===== src/rtl/ptg_pkg.sv =====
// ----------------------------------------------------------------------------
// ptg_pkg
// shared constants for the square-wave tone generator: action codes,
// frequency limits, reset values and parameter defaults
// ----------------------------------------------------------------------------
`default_nettype none

package ptg_pkg;

    // field widths
    localparam int ACT_W  = 2;
    localparam int FREQ_W = 16;
    localparam int OUT_W  = 18;   // width of the reported counter value

    // action codes
    localparam logic [ACT_W-1:0] ACT_TICK     = 2'd0;
    localparam logic [ACT_W-1:0] ACT_TONE_ON  = 2'd1;
    localparam logic [ACT_W-1:0] ACT_TONE_OFF = 2'd2;

    // frequency clamp, divisor fits in DVS_W bits after clamping
    localparam logic [FREQ_W-1:0] FREQ_MIN = 16'd100;
    localparam logic [FREQ_W-1:0] FREQ_MAX = 16'd10000;
    localparam int                DVS_W    = 14;

    localparam int PERIOD_MIN   = 2;
    localparam int RESET_RELOAD = 999;

    // parameter defaults
    localparam int CLOCK_HZ_DEF     = 16000000;
    localparam int COUNTER_BITS_DEF = 18;

endpackage : ptg_pkg

`default_nettype wire


===== src/rtl/pwm_tone_generator.sv =====
// ----------------------------------------------------------------------------
// pwm_tone_generator
// square-wave tone generator: up-counter with preloaded reload and compare
// values, tone period found by a bit-serial restoring divider
// ----------------------------------------------------------------------------
// usage
//   input channel  : i_in_valid / o_in_stall, payload i_action, i_frequency_hz
//   output channel : o_out_valid / i_out_stall, payload o_pwm_out,
//                    o_counter_value, o_tone_active
//   every accepted transaction produces exactly one result transaction
//   tick, tone-off and unused codes: result registered on acceptance, valid in
//     the next cycle; a new transaction can be taken every cycle as long as the
//     receiver drains results
//   tone-on: CLOCK_HZ / frequency is worked out one quotient bit per cycle
//     in S_DIV; the dividend is DIV_W = clog2(CLOCK_HZ+1) bits (24 at 16 MHz);
//     the result is registered in S_DONE once the output register is free,
//     and o_in_stall is high while the divider runs
//   reset (i_rst_n low, synchronous): counter 0, reload 999, compare 0,
//     divider idle, no result pending
//   receiver stall: the result stays in the output register unchanged; a
//     new transaction is only accepted when that register is free or being
//     drained in the same cycle, so nothing is lost or repeated
// ----------------------------------------------------------------------------
`default_nettype none

module pwm_tone_generator #(
    parameter int CLOCK_HZ     = ptg_pkg::CLOCK_HZ_DEF,
    parameter int COUNTER_BITS = ptg_pkg::COUNTER_BITS_DEF
) (
    input  wire logic                        i_clk,
    input  wire logic                        i_rst_n,
    // input channel
    input  wire logic                        i_in_valid,
    output logic                             o_in_stall,
    input  wire logic [ptg_pkg::ACT_W-1:0]   i_action,
    input  wire logic [ptg_pkg::FREQ_W-1:0]  i_frequency_hz,
    // output channel
    output logic                             o_out_valid,
    input  wire logic                        i_out_stall,
    output logic                             o_pwm_out,
    output logic [ptg_pkg::OUT_W-1:0]        o_counter_value,
    output logic                             o_tone_active
);
    import ptg_pkg::*;

    localparam int CB     = COUNTER_BITS;
    localparam int DIV_W  = $clog2(CLOCK_HZ + 1);           // dividend width
    localparam int PER_W  = (DIV_W > CB) ? DIV_W : CB + 1;  // period width
    localparam int STEP_W = $clog2(DIV_W + 1);
    localparam int REM_W  = DVS_W + 1;

    typedef enum logic [1:0] {
        S_IDLE,
        S_DIV,
        S_DONE
    } t_state;

    t_state r_state;

    // timer state
    logic [CB-1:0] r_counter;
    logic [CB-1:0] r_reload_pre;
    logic [CB-1:0] r_reload_act;
    logic [CB-1:0] r_cmp_pre;
    logic [CB-1:0] r_cmp_act;

    // bit-serial divider
    logic [DIV_W-1:0]  r_dvd;     // dividend, shifted out msb first
    logic [DIV_W-1:0]  r_quo;     // quotient, shifted in at the lsb, msb first
    logic [REM_W-1:0]  r_rem;
    logic [DVS_W-1:0]  r_dvs;
    logic [STEP_W-1:0] r_step;

    // result register
    logic              r_out_valid;
    logic              r_pwm_out;
    logic [OUT_W-1:0]  r_counter_value;
    logic              r_tone_active;

    logic in_accept;
    logic out_free;

    // clamp of the requested frequency
    logic [FREQ_W-1:0] freq_clamp;

    // one restoring step
    logic [REM_W-1:0] trial;
    logic [REM_W:0]   diff;
    logic             q_bit;

    // period saturation and derived preload values
    logic [PER_W-1:0] per_raw;
    logic [PER_W-1:0] per_sat;
    logic [PER_W-1:0] per_m1;
    logic [CB-1:0]    new_reload;
    logic [CB-1:0]    new_cmp;

    // tick path
    logic          tick_wrap;
    logic [CB-1:0] tick_counter;
    logic [CB-1:0] tick_cmp;

    // next result values for tick, tone-off and unused codes
    logic [CB-1:0]       n_counter;
    logic [CB-1:0]       n_cmp_act;
    logic [CB+OUT_W-1:0] n_cnt_ext;
    logic [CB+OUT_W-1:0] cnt_zero_ext;

    assign out_free   = !r_out_valid || !i_out_stall;
    assign o_in_stall = (r_state != S_IDLE) || !out_free;
    assign in_accept  = i_in_valid && !o_in_stall;

    always_comb begin
        if (i_frequency_hz < FREQ_MIN) begin
            freq_clamp = FREQ_MIN;
        end else if (i_frequency_hz > FREQ_MAX) begin
            freq_clamp = FREQ_MAX;
        end else begin
            freq_clamp = i_frequency_hz;
        end
    end

    // remainder is always below the divisor, so its top bit is free
    assign trial = {r_rem[REM_W-2:0], r_dvd[DIV_W-1]};
    assign diff  = {1'b0, trial} - {2'b00, r_dvs};
    assign q_bit = !diff[REM_W];

    // period = quotient, kept within 2 .. 2^CB
    always_comb begin
        per_raw = PER_W'(r_quo);
        if (per_raw > (PER_W'(1) << CB)) begin
            per_sat = PER_W'(1) << CB;
        end else if (per_raw < PER_W'(PERIOD_MIN)) begin
            per_sat = PER_W'(PERIOD_MIN);
        end else begin
            per_sat = per_raw;
        end
        per_m1     = per_sat - PER_W'(1);
        new_reload = per_m1[CB-1:0];
        new_cmp    = per_sat[CB:1];
    end

    // tick: wrap at the active reload, loading the preloads
    assign tick_wrap    = (r_counter >= r_reload_act);
    assign tick_counter = tick_wrap ? '0 : r_counter + CB'(1);
    assign tick_cmp     = tick_wrap ? r_cmp_pre : r_cmp_act;

    always_comb begin
        if (i_action == ACT_TICK) begin
            n_counter = tick_counter;
            n_cmp_act = tick_cmp;
        end else begin
            n_counter = r_counter;
            n_cmp_act = r_cmp_act;
        end
    end

    // report the low OUT_W bits, zero-extended when the counter is narrower
    assign n_cnt_ext    = {{OUT_W{1'b0}}, n_counter};
    assign cnt_zero_ext = '0;

    always_ff @(posedge i_clk) begin
        if (!i_rst_n) begin
            r_state      <= S_IDLE;
            r_out_valid  <= 1'b0;
            r_counter    <= '0;
            r_reload_pre <= CB'(RESET_RELOAD);
            r_reload_act <= CB'(RESET_RELOAD);
            r_cmp_pre    <= '0;
            r_cmp_act    <= '0;
        end else begin
            if (!i_out_stall) begin
                r_out_valid <= 1'b0;
            end
            case (r_state)
                S_IDLE: begin
                    if (in_accept) begin
                        if (i_action == ACT_TONE_ON) begin
                            // start the division CLOCK_HZ / frequency
                            r_dvd   <= DIV_W'(CLOCK_HZ);
                            r_quo   <= '0;
                            r_rem   <= '0;
                            r_dvs   <= freq_clamp[DVS_W-1:0];
                            r_step  <= '0;
                            r_state <= S_DIV;
                        end else begin
                            if (i_action == ACT_TICK) begin
                                r_counter <= tick_counter;
                                if (tick_wrap) begin
                                    r_reload_act <= r_reload_pre;
                                    r_cmp_act    <= r_cmp_pre;
                                end
                            end else if (i_action == ACT_TONE_OFF) begin
                                r_cmp_pre <= '0;
                            end
                            r_out_valid     <= 1'b1;
                            r_pwm_out       <= (n_counter < n_cmp_act);
                            r_counter_value <= n_cnt_ext[OUT_W-1:0];
                            r_tone_active   <= (n_cmp_act != '0);
                        end
                    end
                end
                S_DIV: begin
                    r_dvd  <= {r_dvd[DIV_W-2:0], 1'b0};
                    r_quo  <= {r_quo[DIV_W-2:0], q_bit};
                    r_rem  <= q_bit ? diff[REM_W-1:0] : trial;
                    r_step <= r_step + STEP_W'(1);
                    if (r_step == STEP_W'(DIV_W - 1)) begin
                        r_state <= S_DONE;
                    end
                end
                S_DONE: begin
                    // forced update event: restart and load the new values
                    if (out_free) begin
                        r_reload_pre    <= new_reload;
                        r_reload_act    <= new_reload;
                        r_cmp_pre       <= new_cmp;
                        r_cmp_act       <= new_cmp;
                        r_counter       <= '0;
                        r_out_valid     <= 1'b1;
                        r_pwm_out       <= (new_cmp != '0);
                        r_counter_value <= cnt_zero_ext[OUT_W-1:0];
                        r_tone_active   <= (new_cmp != '0);
                        r_state         <= S_IDLE;
                    end
                end
                default: begin
                    r_state <= S_IDLE;
                end
            endcase
        end
    end

    assign o_out_valid     = r_out_valid;
    assign o_pwm_out       = r_pwm_out;
    assign o_counter_value = r_counter_value;
    assign o_tone_active   = r_tone_active;

endmodule : pwm_tone_generator

`default_nettype wire


===== config.mk =====
export PLATFORM = sky130hd
export DESIGN_NAME = pwm_tone_generator
export DESIGN_NICKNAME = d
export VERILOG_FILES = /design/src/rtl/ptg_pkg.sv /design/src/rtl/pwm_tone_generator.sv
export SDC_FILE = /design/constraint.sdc
export NUM_CORES = 1
export LEC_CHECK = 0
export ABC_AREA = 0
export BUFFER_PORTS_ARGS = -buffer_cell sky130_fd_sc_hd__buf_4
export CAP_MARGIN = 30
export CORE_UTILIZATION = 56
export DETAILED_ROUTE_END_ITERATION = 8
export PLACE_DENSITY_LB_ADDON = 0.1
export SETUP_SLACK_MARGIN = 0.4
export SYNTH_ARGS = -nofsm -noshare
export SYNTH_HDL_FRONTEND = slang
export SYNTH_SLANG_ARGS = --single-unit

===== constraint.sdc =====
create_clock -name i_clk -period 5.85 [get_ports i_clk]
set_input_delay 0.2925 -clock i_clk [delete_from_list [all_inputs] [get_ports i_clk]]
set_output_delay 0.2925 -clock i_clk [all_outputs]
set_load 0.01 [all_outputs]

# After elaboration in Yosys (flattened, before gate mapping)
# Cells that the tools add are included.
# Widths: inputs -> output; s select.
[classes]
mux = 56
order_cmp = 6
n_eq_ne = 14
add_sub_neg = 4
n_reduce_logical = 24
[ops]
columns = ["operator", "n"]
rows = [
  ["$mux 18", 19],
  ["$pmux 18 s2", 4],
  ["$mux 24", 4],
  ["$pmux 24 s2", 2],
  ["$mux 14", 4],
  ["$mux 19", 2],
  ["$reduce_bool 18->1", 2],
  ["$pmux 14 s2", 1],
  ["$gt 24x19->1 const B", 1],
  ["$lt 24x2->1 const B", 1],
  ["$add 18x1->18 const B", 1],
  ["$ge 18x18->1", 1],
  ["$lt 18x18->1", 1],
  ["$ne 2x2->1 const B", 9],
  ["$sub 18x1->18 const B", 1],
  ["$gt 16x14->1 const B", 1],
  ["$lt 16x7->1 const B", 1],
  ["$reduce_and 4->1", 4],
  ["$sub 15x14->16", 1],
  ["$reduce_and 6->1", 2],
  ["$mux 5", 2],
  ["$pmux 5 s2", 1],
  ["$mux 1", 9],
  ["$mux 2", 4],
  ["other kinds (14)", 26],
]
[word_totals]
in_bits = 22
reg_bits = 194

# Logic depth before layout (Yosys ltp)
[depth]
depth_word = 8
mapped_depth = 19

# Worst setup path after synthesis
# Ideal clock, no wire load.
[synth_path]
path_kind = "input to register"
startpoint = "input i_rst_n"
endpoint = "register r_quo[0] (netlist: per_raw[0]) (enable)"
arrival_ps = 4902
path_slack_ps = 406
cell_stages = 4
t_required_ps = 5308
cell_sequence = "clkbuf_1 > clkinv_1 > clkbuf_1 > nor3_1"
[synth_between]
elab_chain_len = 1
[synth_rtl]
columns = ["item", "line", "rtl"]
rows = [
  ["start: declaration", "pwm_tone_generator.sv:31", "input wire logic i_rst_n,"],
  ["$reduce_and 4->1 (no line)", "n/a", ""],
  ["end signal: assignment", "pwm_tone_generator.sv:205", "r_quo <= {r_quo[DIV_W-2:0], q_bit};"],
  ["end: declaration", "pwm_tone_generator.sv:69", "logic [DIV_W-1:0] r_quo;"],
]
# No other way between the ends.
# A chain may end at the register's enable or synchronous reset.

# Worst setup path in the final report
[layout_path]
startpoint = "register r_counter[0]"
endpoint = "register r_pwm_out (netlist: o_pwm_out), data pin"
[layout_between]
elab_chain_len = 7
elab_cells_between_ends = 10
[layout_rtl]
columns = ["item", "line", "rtl"]
rows = [
  ["start: declaration", "pwm_tone_generator.sv:61", "logic [CB-1:0] r_counter;"],
  ["start signal: assignment", "pwm_tone_generator.sv:188", "r_counter <= tick_counter;"],
  ["$add 18x1->18 / $ge 18x18->1 (equally long branches)", "pwm_tone_generator.sv:145, pwm_tone_generator.sv:144", ""],
  ["$mux 18 (on tied branches) (2 in series)", "n/a", ""],
  ["$lt 18x18->1 *", "pwm_tone_generator.sv:197", "r_pwm_out <= (n_counter < n_cmp_act);"],
  ["$mux 1 *", "pwm_tone_generator.sv:178", "if (i_action == ACT_TONE_ON) begin"],
  ["$mux 1 *", "pwm_tone_generator.sv:177", "if (in_accept) begin"],
  ["$pmux 1 s2 *", "pwm_tone_generator.sv:175", "case (r_state)"],
  ["end signal: assignment", "pwm_tone_generator.sv:197", ""],
  ["end signal: assignment", "pwm_tone_generator.sv:221", "r_pwm_out <= (new_cmp != '0);"],
  ["end: declaration", "pwm_tone_generator.sv:76", "logic r_pwm_out;"],
]
# Every way passes the cells marked *; elsewhere a longest branch is shown, timed or not. The select of a mux whose other input is x is not followed.

==> results.rst <==
.. list-table::
   :header-rows: 1

   * - Metric
     - Value
   * - Result of the run
     - complete, no violations
   * - P&R area growth vs syn
     - 9.93%
   * - Die ar.
     - approximately 0.019 mm2
   * - Critical path buffers and inverters
     - 2
   * - Reg2reg start
     - r_counter[0]
   * - Worst-case clock skew
     - around 8.7 ps
   * - Post-route non-filler standard cell count
     - roughly 1400
   * - Share of synthesized area occupied by flip-flops and latches
     - approximately 43%
   * - Total Wirelength
     - between 20 and 30 mm
   * - I/O Pins
     - between 40 and 50
   * - Min-delay src
     - i_frequency_hz[8]
   * - Number of gates on the worst path with buffers counted
     - 17
   * - Fraction of the mapped netlist area in simple logic gates
     - 20.3%
   * - GRT Residual Overflow
     - 0
   * - Cell row count
     - 49
   * - Largest family of logic cells by synthesized area
     - simple AND/OR/NAND/NOR gates
   * - Commonest register cell after synthesis
     - sky130_fd_sc_hd__dfxtp_1
   * - Critical path's largest stage delay
     - between 500 and 600 ps
   * - Yosys warning count
     - 0
   * - Post-CTS setup-driven buffer insertion count
     - 0
   * - Clock-pin slew of the registers on the worst-case setup and hold paths
     - 70 ps
   * - Reg-to-Reg End
     - o_pwm_out
   * - Post-synthesis compound-gate area fraction
     - roughly 19%
   * - Fraction of layout cells with a size suffix above 1
     - between 10% and 20%
   * - Endpoint class of the critical path
     - flip-flop
   * - Total power density per cell area
     - approximately 250 mW/mm2
   * - 1st-pass router iterations
     - 6
   * - CTS resizes
     - 0
   * - Violation count after the first detailed-routing iteration
     - approximately 980
   * - Register bit total from synthesis
     - between 150 and 200
   * - Synth cell types
     - 85
   * - Antenna violations before repair
     - 0
   * - Global placer's final weighted congestion
     - ~0.9
   * - Library cell with the largest summed area after synthesis
     - sky130_fd_sc_hd__edfxtp_1
   * - Final setup TNS
     - 0 ps
   * - Synth async-reset ratio
     - 0%
   * - Clock tree from TritonCTS
     - built
   * - Critical path data required time
     - 6140 ps
   * - Number of enable flip-flop cells after synthesis
     - 91
   * - Worst slew pin tran
     - 945 ps
   * - Cell Area, Synth
     - approximately 0.011 mm2
   * - Endpoints failing setup
     - 0
   * - Die extent in x
     - approximately 140 um
   * - Post-synthesis area per instance
     - ~9.2 um2
   * - Most used standard cell by instance count after synthesis
     - sky130_fd_sc_hd__nand2_1
   * - Clock network latency to the later pin of the worst-skew pair
     - approximately 440 ps
   * - Total clock buffers created by CTS
     - 17
   * - Max H-tree Level
     - 4
   * - Via count
     - approximately 8900
   * - Number of inserted diodes
     - 0
   * - Layout Nets
     - roughly 1200
   * - Final-report hold violation count
     - 0
   * - Setup slack of the most critical reg-to-reg path
     - ~1600 ps
   * - Floorplan Core Area
     - around 0.018 mm2
   * - Buffers from clock root to sink, at most
     - 2
   * - Max-cap violations
     - 0
   * - Wire length of the first global-routing pass
     - ~45 mm
   * - Source of the critical timing path
     - r_counter[0]
   * - Root buffer selected by CTS
     - sky130_fd_sc_hd__clkbuf_16
   * - DRC violations left
     - 0
   * - Worst min-delay path category
     - input pin to flip-flop
   * - Fill cells
     - 1523
   * - Vias per Instance
     - 6.33
   * - Category of the most critical setup path
     - flip-flop to flip-flop
   * - Adder-cell share of the synthesized area
     - 6.34%
   * - Setup repair after global routing missed its margin
     - false
   * - Detailed placer's ending HPWL
     - between 15 and 20 mm
   * - Pin count of the biggest net entering global routing
     - 58
   * - Post-route antenna net violation count
     - 0
   * - Overall track demand over capacity in global routing
     - between 20 and 30%
   * - Height of the chip
     - 139 um
   * - Count of input and output buffers
     - 43
   * - Starting density of the core
     - 57.9%
   * - Top area cells in the synthesized netlist
     - sky130_fd_sc_hd__edfxtp_1 26%, sky130_fd_sc_hd__dfxtp_1 18%, sky130_fd_sc_hd__ha_1 6.1%, sky130_fd_sc_hd__a21oi_1 4.4%, sky130_fd_sc_hd__nand2_1 3.7%
   * - Post-layout total power
     - about 0.0029 W
   * - Post-synthesis xor/xnor area fraction
     - under 10%
   * - Top cell type's share of synthesized area
     - 25.8%
   * - Vias in the first global route
     - 8459
   * - Worst slew margin relative to its limit
     - a little under two fifths
   * - Final worst-path cycle share
     - a little under three quarters
   * - Min Clock Period, post-route
     - roughly 4200 ps
   * - Number of instances in the synthesized netlist
     - 1154
   * - Cell type of the slowest stage on the worst timing path
     - sky130_fd_sc_hd__dfxtp_1
   * - Peak supply drop
     - 0.200 mV
   * - Worst-path cell chain
     - inv_1 -> ha_1 -> nand2b_1 -> a21oi_1 -> or4_1 -> a31o_2 -> o21ai_4 -> buf_12 -> mux2i_1 -> ha_1 -> a21o_1 -> a21o_1 -> a21oi_1 -> o2111a_1 -> o22ai_1 -> nor2_1 -> o2bb2ai_1
   * - Net count after synthesis
     - approximately 1200
   * - Total clock sinks
     - between 150 and 200
   * - Number of cells in the design after placement
     - ~1400
   * - Mux contribution to synthesized area
     - 3.03%
   * - CP startpoint kind
     - flip-flop
   * - Instance count along the most critical hold path
     - 2
   * - Capture endpoint of the worst hold path
     - r_dvs[8]
   * - Final Slew Violations
     - 0
   * - CP max FO
     - 54
   * - Average routed wire per standard cell
     - between 15 and 20 um
   * - Peak clock frequency supported by timing
     - approximately 240 MHz
   * - Kind of cell adding the most delay to the critical path
     - compound AO/OA/AOI/OAI gates
   * - Worst-case reg-to-reg path depth
     - 17
   * - Leak Pwr
     - roughly 4.4 nW
   * - Most instantiated cells after synthesis
     - 105 x sky130_fd_sc_hd__nand2_1, 96 x sky130_fd_sc_hd__nor2_1, 93 x sky130_fd_sc_hd__dfxtp_1
   * - CTS Hold Buffers Added
     - 0
   * - Signal arrival time at the worst endpoint
     - 4500 ps
==> logic make-up after synthesis <==
logic type | Yosys count
AO/OA/AOI/OAI | 306
XOR/XNOR | 32
adder cells (fa/ha/maj) | 53
buffers and inverters | 124
flip-flops | 184
multiplexers | 32
AND/OR/NAND/NOR | 423
==> routing by layer <==
layer | wire length (um) | vias up | part of all wire [%] | global-route usage [%]
li1 | - | 4279 | - | -
met1 | 12100 | 4161 | 44 | 38.2
met2 | 13200 | 362 | 47 | 48.7
met3 | 1560 | 66 | 5.6 | 4.47
met4 | 913 | 0 | 3.3 | 12.0
met5 | 0 | - | 0 | 0
==> per-stage QoR <==
step,util [%],area [um2],setup slack [ps],hold slack [ps]
finish,63.7,11600,1640,126
global route,63.7,11600,1370,121
CTS,63.7,11600,1660,117
detailed placement,60.4,11000,1720,445
global placement,60.3,11000,1810,442
floorplan,-,10600,406,433
==> final cells by class <==
class	count	area [um2]	share of cell area, %
Clock buffer	17	425	3.66
Clock inverter	15	165	1.42
Inverter	51	191	1.65
Multi-Input combinational cell	846	5510	47.3
Sequential cell	184	4590	39.5
Tap cell	229	287	2.46
Timing Repair Buffer	59	463	3.98
==> layout by cell type, fill, tap and decap left out, types with 19 or more instances in the layout <==
cell and count:
sky130_fd_sc_hd__and2_1 35, sky130_fd_sc_hd__a21oi_1 92, sky130_fd_sc_hd__ha_1 52, sky130_fd_sc_hd__nand2_1 105
sky130_fd_sc_hd__nor2_1 96, sky130_fd_sc_hd__inv_1 49, sky130_fd_sc_hd__xor2_1 19, sky130_fd_sc_hd__nand4_1 22
sky130_fd_sc_hd__a31oi_1 37, sky130_fd_sc_hd__buf_4 57, sky130_fd_sc_hd__mux2i_1 32, sky130_fd_sc_hd__o21ai_0 39
sky130_fd_sc_hd__nand3_1 45, sky130_fd_sc_hd__edfxtp_1 91, sky130_fd_sc_hd__a211oi_1 24, sky130_fd_sc_hd__dfxtp_1 93
sky130_fd_sc_hd__nor3_1 26
==> registers in the layout, summed over array words and instances, names as in the netlist <==
signal / cells
r_rem: 14
r_cmp_pre: 18
o_counter_value: 18
o_pwm_out: 1
r_dvd: 14
r_step: 5
r_state: 2
r_cmp_act: 18
r_reload_act: 18
per_raw: 24
o_out_valid: 1
o_tone_active: 1
r_dvs: 14
r_reload_pre: 18
r_counter: 18
==> how the worst max path moves through the flow <==
stage,end,slack (ps)
finish,o_pwm_out,1640
global route,o_pwm_out,1370
CTS,o_pwm_out,1660
detailed placement,o_pwm_out,1720
global placement,o_pwm_out,1810
floorplan,per_raw[0],410
==> report_power, final <==
part / internal, W / switching, W
clock: 0.000641 / 0.000542
combinational: 0.000108 / 0.000193
sequential: 0.00139 / 0.0000356
total: 0.00214 / 0.000771
(Power assumes the default switching activity.)
